$ cat src/sv/tcw_pkg.sv
package tcw_pkg;

    localparam int IDX_W  = 11;
    localparam int CODE_W = 9;
    localparam int BYTE_W = 8;
    localparam int CELL_W = 16;

    localparam logic                MODE_READ  = 1'b1;
    localparam logic [CODE_W-1:0]   CODE_BS    = 9'h100;
    localparam logic [CODE_W-1:0]   CODE_NL    = 9'h00A;
    localparam logic [BYTE_W-1:0]   ECHO_BS    = 8'h08;
    localparam logic [BYTE_W-1:0]   ECHO_SPACE = 8'h20;
    localparam logic [BYTE_W-1:0]   ECHO_NL    = 8'h0A;
    localparam logic [BYTE_W-1:0]   ATTR_RESET = 8'h07;
    localparam logic [1:0]          STEP_SPACE = 2'd1;
    localparam logic [1:0]          STEP_LAST  = 2'd2;

    typedef enum logic [1:0] {
        OP_CHAR,
        OP_NEWLINE,
        OP_BACKSPACE,
        OP_READ
    } t_op;

    typedef struct packed {
        t_op                op;
        logic [BYTE_W-1:0]  data;
        logic [IDX_W-1:0]   read_index;
        logic               in_range;
    } t_cmd;

    typedef struct packed {
        logic take;
        logic clearing;
    } t_back_status;

    typedef struct packed {
        logic [BYTE_W-1:0]  uart_byte;
        logic               uart_valid;
        logic [IDX_W-1:0]   cursor_position;
        logic [CELL_W-1:0]  cell_value;
        logic               last;
    } t_result;

    typedef enum logic [2:0] {
        ST_CLEAR,
        ST_IDLE,
        ST_READ,
        ST_SCROLL,
        ST_DRAIN,
        ST_WIPE,
        ST_EMIT
    } t_state;

endpackage

$ cat src/sv/tcw_front.sv
module tcw_front
    import tcw_pkg::*;
#(
    parameter int CELLS = 1920
) (
    input  logic                i_clk,
    input  logic                i_rst_n,
    input  logic                i_push,
    output logic                o_full,
    input  logic                i_mode,
    input  logic [CODE_W-1:0]   i_char_code,
    input  logic [IDX_W-1:0]    i_read_index,
    output logic                o_cmd_valid,
    output t_cmd                o_cmd,
    input  t_back_status        i_status
);

    localparam int DEPTH = 4;
    localparam int PW    = $clog2(DEPTH);
    localparam int NW    = $clog2(DEPTH + 1);

    t_cmd            r_q [DEPTH];
    logic [PW-1:0]   r_wp, r_rp;
    logic [NW-1:0]   r_cnt;
    t_cmd            cmd_in;
    logic            accept;
    logic            take;

    // classify the incoming item
    always_comb begin
        cmd_in.data       = i_char_code[BYTE_W-1:0];
        cmd_in.read_index = i_read_index;
        cmd_in.in_range   = (32'(i_read_index) < 32'(CELLS));
        priority if (i_mode == MODE_READ) begin
            cmd_in.op = OP_READ;
        end else if (i_char_code == CODE_BS) begin
            cmd_in.op = OP_BACKSPACE;
        end else if (i_char_code == CODE_NL) begin
            cmd_in.op = OP_NEWLINE;
        end else begin
            cmd_in.op = OP_CHAR;
        end
    end

    assign o_full      = (r_cnt == NW'(DEPTH)) || i_status.clearing;
    assign accept      = i_push && !o_full;
    assign take        = i_status.take;
    assign o_cmd_valid = (r_cnt != '0);
    assign o_cmd       = r_q[r_rp];

    always_ff @(posedge i_clk) begin
        if (accept) begin
            r_q[r_wp] <= cmd_in;
        end
    end

    always_ff @(posedge i_clk) begin
        if (!i_rst_n) begin
            r_wp  <= '0;
            r_rp  <= '0;
            r_cnt <= '0;
        end else begin
            if (accept) begin
                r_wp <= r_wp + 1'b1;
            end
            if (take) begin
                r_rp <= r_rp + 1'b1;
            end
            r_cnt <= r_cnt + NW'(accept) - NW'(take);
        end
    end

endmodule

$ cat config.mk
export PLATFORM = sky130hd
export DESIGN_NAME = tcw_front
export DESIGN_NICKNAME = d
export VERILOG_FILES = /design/src/sv/tcw_pkg.sv /design/src/sv/tcw_front.sv
export SDC_FILE = /design/constraint.sdc
export NUM_CORES = 1
export LEC_CHECK = 0
export BUFFER_PORTS_ARGS = -buffer_cell sky130_fd_sc_hd__buf_2
export CAP_MARGIN = 20
export CORE_ASPECT_RATIO = 1.75
export CORE_MARGIN = 3
export CORE_UTILIZATION = 41
export DETAILED_ROUTE_END_ITERATION = 10
export HOLD_SLACK_MARGIN = 0.03
export SLEW_MARGIN = 20
export SYNTH_ARGS = -nofsm -noshare
export SYNTH_HDL_FRONTEND = slang
export SYNTH_SLANG_ARGS = --single-unit
export TNS_END_PERCENT = 30
$ cat constraint.sdc
create_clock -name i_clk -period 2.2 [get_ports i_clk]
set_input_delay 0.11 -clock i_clk [delete_from_list [all_inputs] [get_ports i_clk]]
set_output_delay 0.11 -clock i_clk [all_outputs]
set_load 0.05 [all_outputs]
### After elaboration in Yosys (flattened, before gate mapping)

Memories as Yosys holds them, arrays and structs flattened. A register that Yosys moved wholly into a read port is not among the register bits.
Cells that the tools add are included.

| cells by class | value |
|---|---|
| add/subtract/negate cells | 4 |
| magnitude comparators | 1 |
| equal/unequal tests | 3 |
| mux-type cells | 7 |
| reduce and logical (&&, ||, !) cells | 4 |

Operator list:

| cell | number |
|---|---|
| 11-bit < comparator, second input constant | 1 |
| 9-bit by 4-bit == test with 1-bit output, second input constant | 1 |
| 9-bit == test, second input constant | 1 |
| 2-bit 2-to-1 mux | 4 |
| 2-bit by 1-bit adder with 2-bit output, second input constant | 2 |
| 3-bit by 1-bit adder with 3-bit output | 1 |
| 3-bit == test, second input constant | 1 |
| 1-bit 2-to-1 mux | 3 |
| 3-bit nonzero test | 1 |
| 3-bit by 1-bit subtractor with 3-bit output | 1 |
| 1-bit logical AND | 1 |
| 1-bit zero test | 1 |
| 1-bit logical OR | 1 |

| word-level totals | value |
|---|---|
| register bits after elaboration | 7 |
| bits in writable memories | 88 |
| output and inout port bits | 24 |
| word-level logic and storage cells | 23 |
| memories kept | 1 |

Memory list:

| memory | words | bits a word | rd ports | clocked after memory_dff | write ports | line | RTL |
|---|---|---|---|---|---|---|---|
| r_q | 4 | 22 | 1 | 1 | 1 | tcw_front.sv:22 | `t_cmd r_q [DEPTH];` |

### Longest topological paths before layout

Gate-level depths: netlist of run 1.

| depth | value |
|---|---|
| word-level depth | 6 |
| gate-level depth with buffers | 10 |

### Worst setup path after synthesis of run 1

Ideal clock, no wire load.

| path | value |
|---|---|
| path kind | reg-to-reg |
| start | register r_cnt[0] |
| end | register r_cnt[2] |
| library setup time | 115 ps |
| arrival time | 1,924 ps |
| data required time | 2,085 ps |
| path slack | 161 ps |
| stages on the path, launching flop included | 11 |
| path buffers | 0 |
| clock period less this slack | 2,039 ps |
| cell sequence | dfxtp_1 -> nor2_1 -> a21oi_2 -> inv_1 -> ha_1 -> inv_1 -> ha_1 -> fa_1 -> xnor2_1 -> xnor2_1 -> and2_1 |

| on the way | value |
|---|---|
| word-level cells in the longest chain between the ends | 6 |

RTL lines:

| what | line | RTL |
|---|---|---|
| start, declared | tcw_front.sv:24 | `logic [NW-1:0] r_cnt;` |
| start signal, assigned | tcw_front.sv:69 | `r_cnt <= r_cnt + NW'(accept) - NW'(take);` |
| 3-bit == test | tcw_front.sv:45 | `assign o_full = (r_cnt == NW'(DEPTH)) \|\| i_status.clearing;` |
| 1-bit logical OR | tcw_front.sv:45 |  |
| 1-bit zero test | tcw_front.sv:46 | `assign accept = i_push && !o_full;` |
| 1-bit logical AND | tcw_front.sv:46 |  |
| 3-bit by 1-bit adder with 3-bit output * | tcw_front.sv:69 |  |
| 3-bit by 1-bit subtractor with 3-bit output * | tcw_front.sv:69 |  |

Every way passes the cells marked *; elsewhere a longest branch is shown, timed or not.
A chain may end at the register's enable or synchronous reset.

### Worst setup path after layout of run 1

Same ends and word-level chain as after synthesis.

==> metrics.txt, run 1 <==
fmax approximately 500 MHz; final total power ~4.6 mW; number of enable-type register cells in the synthesized netlist 88; Antenna diodes 0; post-CTS setup repair buffer count 0; asr flop ratio synth 0%; post-synthesis cell count between 150 and 200; final hold vios 0; largest net degree at the start of global routing 18; routed length per instance ~17 um; die outline area about 10000 um2; sequential group share of total power 46.4%; root buffer cell sky130_fd_sc_hd__clkbuf_16; Critical Path End Type register; Top-Level Pins 50; CTS tree yes; share of final-layout standard cells stronger than drive strength 1 around two fifths; Core Rows 45; Filler Cells Inserted between 700 and 800; number of antenna violations at the first check in global routing 0; FF+latch area 2830 um2; peak supply drop between 1 and 1.5 mV; final clock period utilization by the worst path approximately 91%; drt via density 4.84; main area contributors after synthesis sky130_fd_sc_hd__edfxtp_1, sky130_fd_sc_hd__mux4_2, sky130_fd_sc_hd__dfxtp_1; number of clock sinks between 90 and 100; Initial Util a little over two fifths; Final Max Tran Viols 0; clock edge transition at the registers on the reported setup and hold paths about 60 ps; max-cap viol count 0; number of warnings printed during yosys synthesis 0; setup slack on the worst flop-to-flop path a little over 200 ps; clock buffers created by TritonCTS 9; area of the multi-input gates approximately 800 um2; final period demand of the worst path about 2000 ps; number of nets in the finished design approximately 290; area share of the leading cell type in the synthesized netlist 71.7%; peak fanout along the critical path 3; global-route wire length before repair ~10000 um; y dimension of the die 131 um; htree depth 3; HPWL Detailed roughly 4200 um; First DRT Iteration DRCs 151; DRT antenna net count 0; power share of the combinational group 16.2%; Data arrival, critical path 2230 ps; DR vias 1820; worst min-delay path class in2reg; worst slew margin relative to its limit 82.1%; net count after synthesis between 200 and 250; clock group share of total power 37.4%; Synth Register Bits a little under 100; number of remaining DRC errors 0; Layout Area Growth over Synthesis 26.5%; Req. time, crit path around 2400 ps; number of port buffers between 40 and 50; aggregate global routing overflow 0; library cell occupying the most area in the post-synthesis netlist sky130_fd_sc_hd__edfxtp_1; vias in the first global route 1986; status finished, final reports clean; setup repair after global routing missed its margin false; Worst Path Class, Setup reg2reg; Synth cell types 24; Internal Pwr Total approximately 3.5 mW; static power due to leakage about 1.6 nW; net switching component of the power 1.15 mW; Pwr per Cell Area about 990 nW/um2; global placer's final weighted congestion around 0.66; area inside the core boundary between 8000 and 9000 um2; syn avg cell area around 22 um2; final hold slack 45.2 ps; worst setup skew after layout 3.28 ps; transition at the pin with the smallest max-transition slack approximately 270 ps; post-synthesis cell area 3680 um2; final wirelength about 6400 um; latest clock arrival within the worst-skew pair about 340 ps; number of endpoints failing setup at the final stage 0; sum of negative setup slack 0 ps; buffer levels on the longest clock path 2; Die Wd 77.7 um; total routing resource utilization after global routing between 10 and 15%; sequential-to-total area share from yosys stat about 77%; switching portion of total power 24.9%; critical path startpoint category register; Initial DRT Pass Iterations 4; ys flop type sky130_fd_sc_hd__edfxtp_1
-- synth_stat cells (all sizes together), types with 2 or more instances --
master  instances
nor2            2
mux4           22
buf             4
inv             7
xnor2           3
dfxtp           9
mux2i           2
and2           10
nand2           5
ha              6
edfxtp         88
-- worst paths after layout --
| path | from | endpoint | cells after the start |
|---|---|---|---|
| max reg2reg | r_cnt[0] | r_cnt[2] | 10 |
| min | i_char_code[3] | r_q[1][15] | 1 |
| min reg2reg | r_wp[1] | r_wp[1] | 2 |
| max | r_cnt[0] | r_cnt[2] | 10 |
-- power by group through the flow --
stage / sequential, mW / clock [mW] / combinational, mW
detailed placement: 2.19 / 0 / 0.737
CTS: 2.15 / 1.77 / 0.762
global placement: 2.18 / 0 / 0.732
global route: 2.16 / 1.84 / 0.804
finish: 2.15 / 1.73 / 0.748
floorplan: 2.17 / 0 / 0.549
-- registers in the layout, indices dropped and copies added, names as in the netlist, named ones only --
signal,count
r_cnt,3
r_q,88
r_rp,2
r_wp,2
-- through the flow --
stage                     std cells  worst slack, ps  instance area [um2]  util, %
after global placement          343              216                 4150     47.6
after CTS                       376              144                 4660     53.4
after detailed placement        343              166                 4150     47.6
after floorplan                 170              161                 3680        -
after global routing            376             40.8                 4660     53.4
final                           376              204                 4660     53.4
-- cells in the final DEF, fill, tap and decap left out, types with 2 or more instances in the layout --
master,instances
sky130_fd_sc_hd__edfxtp_1,88
sky130_fd_sc_hd__buf_2,49
sky130_fd_sc_hd__mux4_2,22
sky130_fd_sc_hd__dlygate4sd3_1,17
sky130_fd_sc_hd__buf_4,11
sky130_fd_sc_hd__and2_1,10
sky130_fd_sc_hd__clkbuf_16,9
sky130_fd_sc_hd__inv_1,7
sky130_fd_sc_hd__ha_1,6
sky130_fd_sc_hd__dfxtp_1,6
sky130_fd_sc_hd__nand2_1,5
sky130_fd_sc_hd__xnor2_1,3
sky130_fd_sc_hd__dfxtp_2,3
sky130_fd_sc_hd__bufinv_16,3
sky130_fd_sc_hd__nor2_1,2
sky130_fd_sc_hd__mux2i_1,2
-- routing by layer --
metal	track usage [%]	up-vias	routed length (um)
met5	0	-	0
met4	8.32	0	153
met3	2.13	9	195
met2	22.9	37	3440
met1	16.8	925	2660
li1	-	849	-
-- cells by family after synthesis --
group	count (synthesis)	share of synthesized area, %
muxes	24	14.0
xor gates and xnor gates	4	0.951
adders and majority gates	7	2.58
DFF	97	76.6
AOI/OAI and AO/OA	4	0.951
buffers and inverters	12	1.43
and+or+nand+nor	22	3.50
-- worst max-delay path, cell delays in order, from the launching register on --
cell	delay, ps
sky130_fd_sc_hd__dfxtp_2	340
sky130_fd_sc_hd__nor2_1	60
sky130_fd_sc_hd__a21oi_2	150
sky130_fd_sc_hd__inv_1	60
sky130_fd_sc_hd__ha_1	260
sky130_fd_sc_hd__inv_1	40
sky130_fd_sc_hd__ha_1	180
sky130_fd_sc_hd__fa_1	380
sky130_fd_sc_hd__xnor2_1	150
sky130_fd_sc_hd__xnor2_1	120
sky130_fd_sc_hd__and2_1	150
-- layout make-up --
cell class	instances	share of cell area [%]
Tap cell	117	3.14
Clock buffer	10	4.91
Sequential cell	97	60.6
Inverter	7	0.564
Multi-Input combinational cell	61	17.4
Clock inverter	6	2.28
Timing Repair Buffer	78	11.1
-- repair_timing --
action	4_1_cts	5_1_grt
setup endpoints to repair	0	1
hold endpoints to repair	68	0
hold buffers	17	0
resized for setup	0	2
Power figures use the tool's default switching activity.
==> inputs of run 2 (changes only) <==
Settings changed: CTS_BUF_LIST set to sky130_fd_sc_hd__clkbuf_8.
==> run 2 against run 1 <==
Effect of this change:
- sequential cell count stayed put
- highest routed layer unchanged
- clock power is 24% lower
- sequential share of layout area is 1.1 points higher
- critical path depth stayed put
- non-clock buffer count is 2 higher
- sequential power hardly changed
- global-route usage is 0.23 points lower
- largest cell class unchanged
==> metrics.txt, run 2 (synthesis gave the netlist of run 1 again) <==
htree depth 3 (unchanged); status finished, final reports clean (unchanged); number of remaining DRC errors 0 (unchanged); global placer's final weighted congestion 0.665 (unchanged); aggregate global routing overflow 0 (unchanged); max-cap viol count 0 (unchanged); die outline area 10200 um2 (unchanged); Initial DRT Pass Iterations 4 (unchanged); Filler Cells Inserted 720 (was 715); First DRT Iteration DRCs 142 (was 151); y dimension of the die 131 um (unchanged); setup slack on the worst flop-to-flop path 200 ps (about the same); number of endpoints failing setup at the final stage 0 (unchanged); Worst Path Class, Setup reg2reg (unchanged); number of clock sinks 97 (unchanged); latest clock arrival within the worst-skew pair 360 ps (was 340 ps); FF+latch area 2830 um2 (unchanged); Final Max Tran Viols 0 (unchanged); global-route wire length before repair 10300 um (was 10400 um); buffer levels on the longest clock path 2 (unchanged); final hold vios 0 (unchanged); DR vias 1827 (was 1820); number of nets in the finished design 289 (was 287); final wirelength 6340 um (was 6450 um); worst min-delay path class in2reg (unchanged); area of the multi-input gates 810 um2 (unchanged); critical path startpoint category register (unchanged); DRT antenna net count 0 (unchanged); end of the worst register-to-register path r_cnt[2] (unchanged); flip-flop count of the largest register after layout 88 (unchanged); fmax 501 MHz (about the same); Crit Reg-Reg Startpoint r_cnt[0] (unchanged); Final Util 52.5% (was 53.4%); Worst Min Path Start i_rst_n (was i_char_code[3]); Critical Path End Type register (unchanged); largest net degree at the start of global routing 18 (unchanged); vias in the first global route 2014 (was 1986); clock buffers created by TritonCTS 9 (unchanged); reg2reg path depth 10 (unchanged); worst slew margin relative to its limit 82.0% (was 82.1%); Layout Area Growth over Synthesis 24.3% (was 26.5%); sum of negative setup slack 0 ps (unchanged); transition at the pin with the smallest max-transition slack 270 ps (was 268 ps); number of port buffers 49 (unchanged); peak fanout along the critical path 3 (unchanged); Initial Util 42.2% (unchanged); Hold Crit Depth 3 (was 1); commonest non-fill, non-tap cell in the layout sky130_fd_sc_hd__edfxtp_1 (unchanged); peak supply drop 0.983 mV (was 1.03 mV); final period demand of the worst path 2000 ps (about the same); most frequent cells in the layout sky130_fd_sc_hd__edfxtp_1, sky130_fd_sc_hd__buf_2, sky130_fd_sc_hd__mux4_2 (unchanged); HPWL Detailed 4150 um (unchanged); Top-Level Pins 50 (unchanged); static power due to leakage 1.61 nW (was 1.65 nW); register with the highest flop count r_q (unchanged); routed length per instance 16.8 um (was 17.1 um); share of final-layout standard cells stronger than drive strength 1 39.5% (was 39.8%); Antenna diodes 0 (unchanged); biggest registers after layout r_q (88), r_cnt (3) (unchanged); CTS tree yes (unchanged); number of antenna violations at the first check in global routing 0 (unchanged); final clock period utilization by the worst path 90.7% (about the same); post-CTS setup repair buffer count 0 (unchanged); setup repair after global routing missed its margin false (unchanged); Req. time, crit path 2450 ps (was 2440 ps); Worst Hold End r_wp[0] (was r_q[1][15]); Die Wd 77.7 um (unchanged); drt via density 4.83 (was 4.84); clock edge transition at the registers on the reported setup and hold paths 80 ps (was 60 ps); Pwr per Cell Area 918 nW/um2 (was 992 nW/um2); root buffer cell sky130_fd_sc_hd__clkbuf_8 (was sky130_fd_sc_hd__clkbuf_16); Data arrival, critical path 2250 ps (was 2230 ps); Slowest cell on crit path sky130_fd_sc_hd__fa_1 (unchanged); Slowest Stage Delay on Critical Path 380 ps (about the same); total routing resource utilization after global routing 13.6% (was 13.8%); Core Rows 45 (unchanged); area inside the core boundary 8730 um2 (unchanged); worst setup skew after layout 6.04 ps (was 3.28 ps); chain of cells forming the critical path nor2_1 > a21oi_2 > inv_1 > ha_1 > inv_1 > ha_1 > fa_1 > xnor2_1 > xnor2_1 > and2_1 (unchanged)
run 2: routing by layer:
metal | up-vias | GRT usage [%] | share of wire [%]
met5 | - | 0 | 0
met4 | 0 | 6.14 | 2.2
met3 | 11 | 3.50 | 3.7
met2 | 43 | 22.4 | 52
met1 | 924 | 16.6 | 42
li1 | 849 | - | -
run 2: final cells by class:
cell class / count / share of cell area [%]
inverters: 7 / 0.574
clock buffers: 9 / 2.70
multi-input cells: 61 / 17.7
well taps: 117 / 3.20
repair buffers: 80 / 11.7
flip-flops and latches: 97 / 61.7
clock inverters: 7 / 2.40
run 2: worst max-delay path by stage:
stage	start	to	slack, ps	cells past startpoint
after detailed placement	r_cnt[0]	r_cnt[2]	170	10
after CTS	r_cnt[0]	r_cnt[2]	140	10
after global routing	r_cnt[0]	r_cnt[2]	40	10
after floorplan	r_cnt[0]	r_cnt[2]	160	10
after global placement	r_cnt[0]	r_cnt[2]	220	10
final	r_cnt[0]	r_cnt[2]	200	10
run 2: what timing repair did:
action                     in CTS  in global routing
hold buffers                   19                  0
resized for setup               0                  2
hold endpoints to repair       76                  0
setup endpoints to repair       0                  1
run 2: power by group:
part           leakage (nW)  total (mW)  internal (mW)  switching [mW]
clock                 0.118        1.31          0.745           0.568
combinational         0.621       0.749          0.268           0.481
sequential            0.873        2.15           2.10          0.0414
run 2: through the flow:
step | total power [mW] | setup WS (ps) | cells | hold WS (ps) | instance area, um2
after detailed placement | 2.92 | 166 | 343 | 335 | 4150
after CTS | 4.26 | 141 | 378 | 65.8 | 4580
after floorplan | 2.72 | 161 | 170 | 209 | 3680
after global routing | 4.39 | 37.1 | 378 | 80.1 | 4580
after global placement | 2.92 | 216 | 343 | 329 | 4150
final | 4.21 | 204 | 378 | 81.7 | 4580
run 2: worst max-delay path, delay by kind of cell, from the launching register on:
| kind | cells | cell delay, ps |
|---|---|---|
| AOI/OAI and AO/OA | 1 | 150 |
| xor gates and xnor gates | 2 | 270 |
| adders and majority gates | 3 | 820 |
| buffers and inverters | 2 | 100 |
| DFF | 1 | 350 |
| and+or+nand+nor | 2 | 210 |
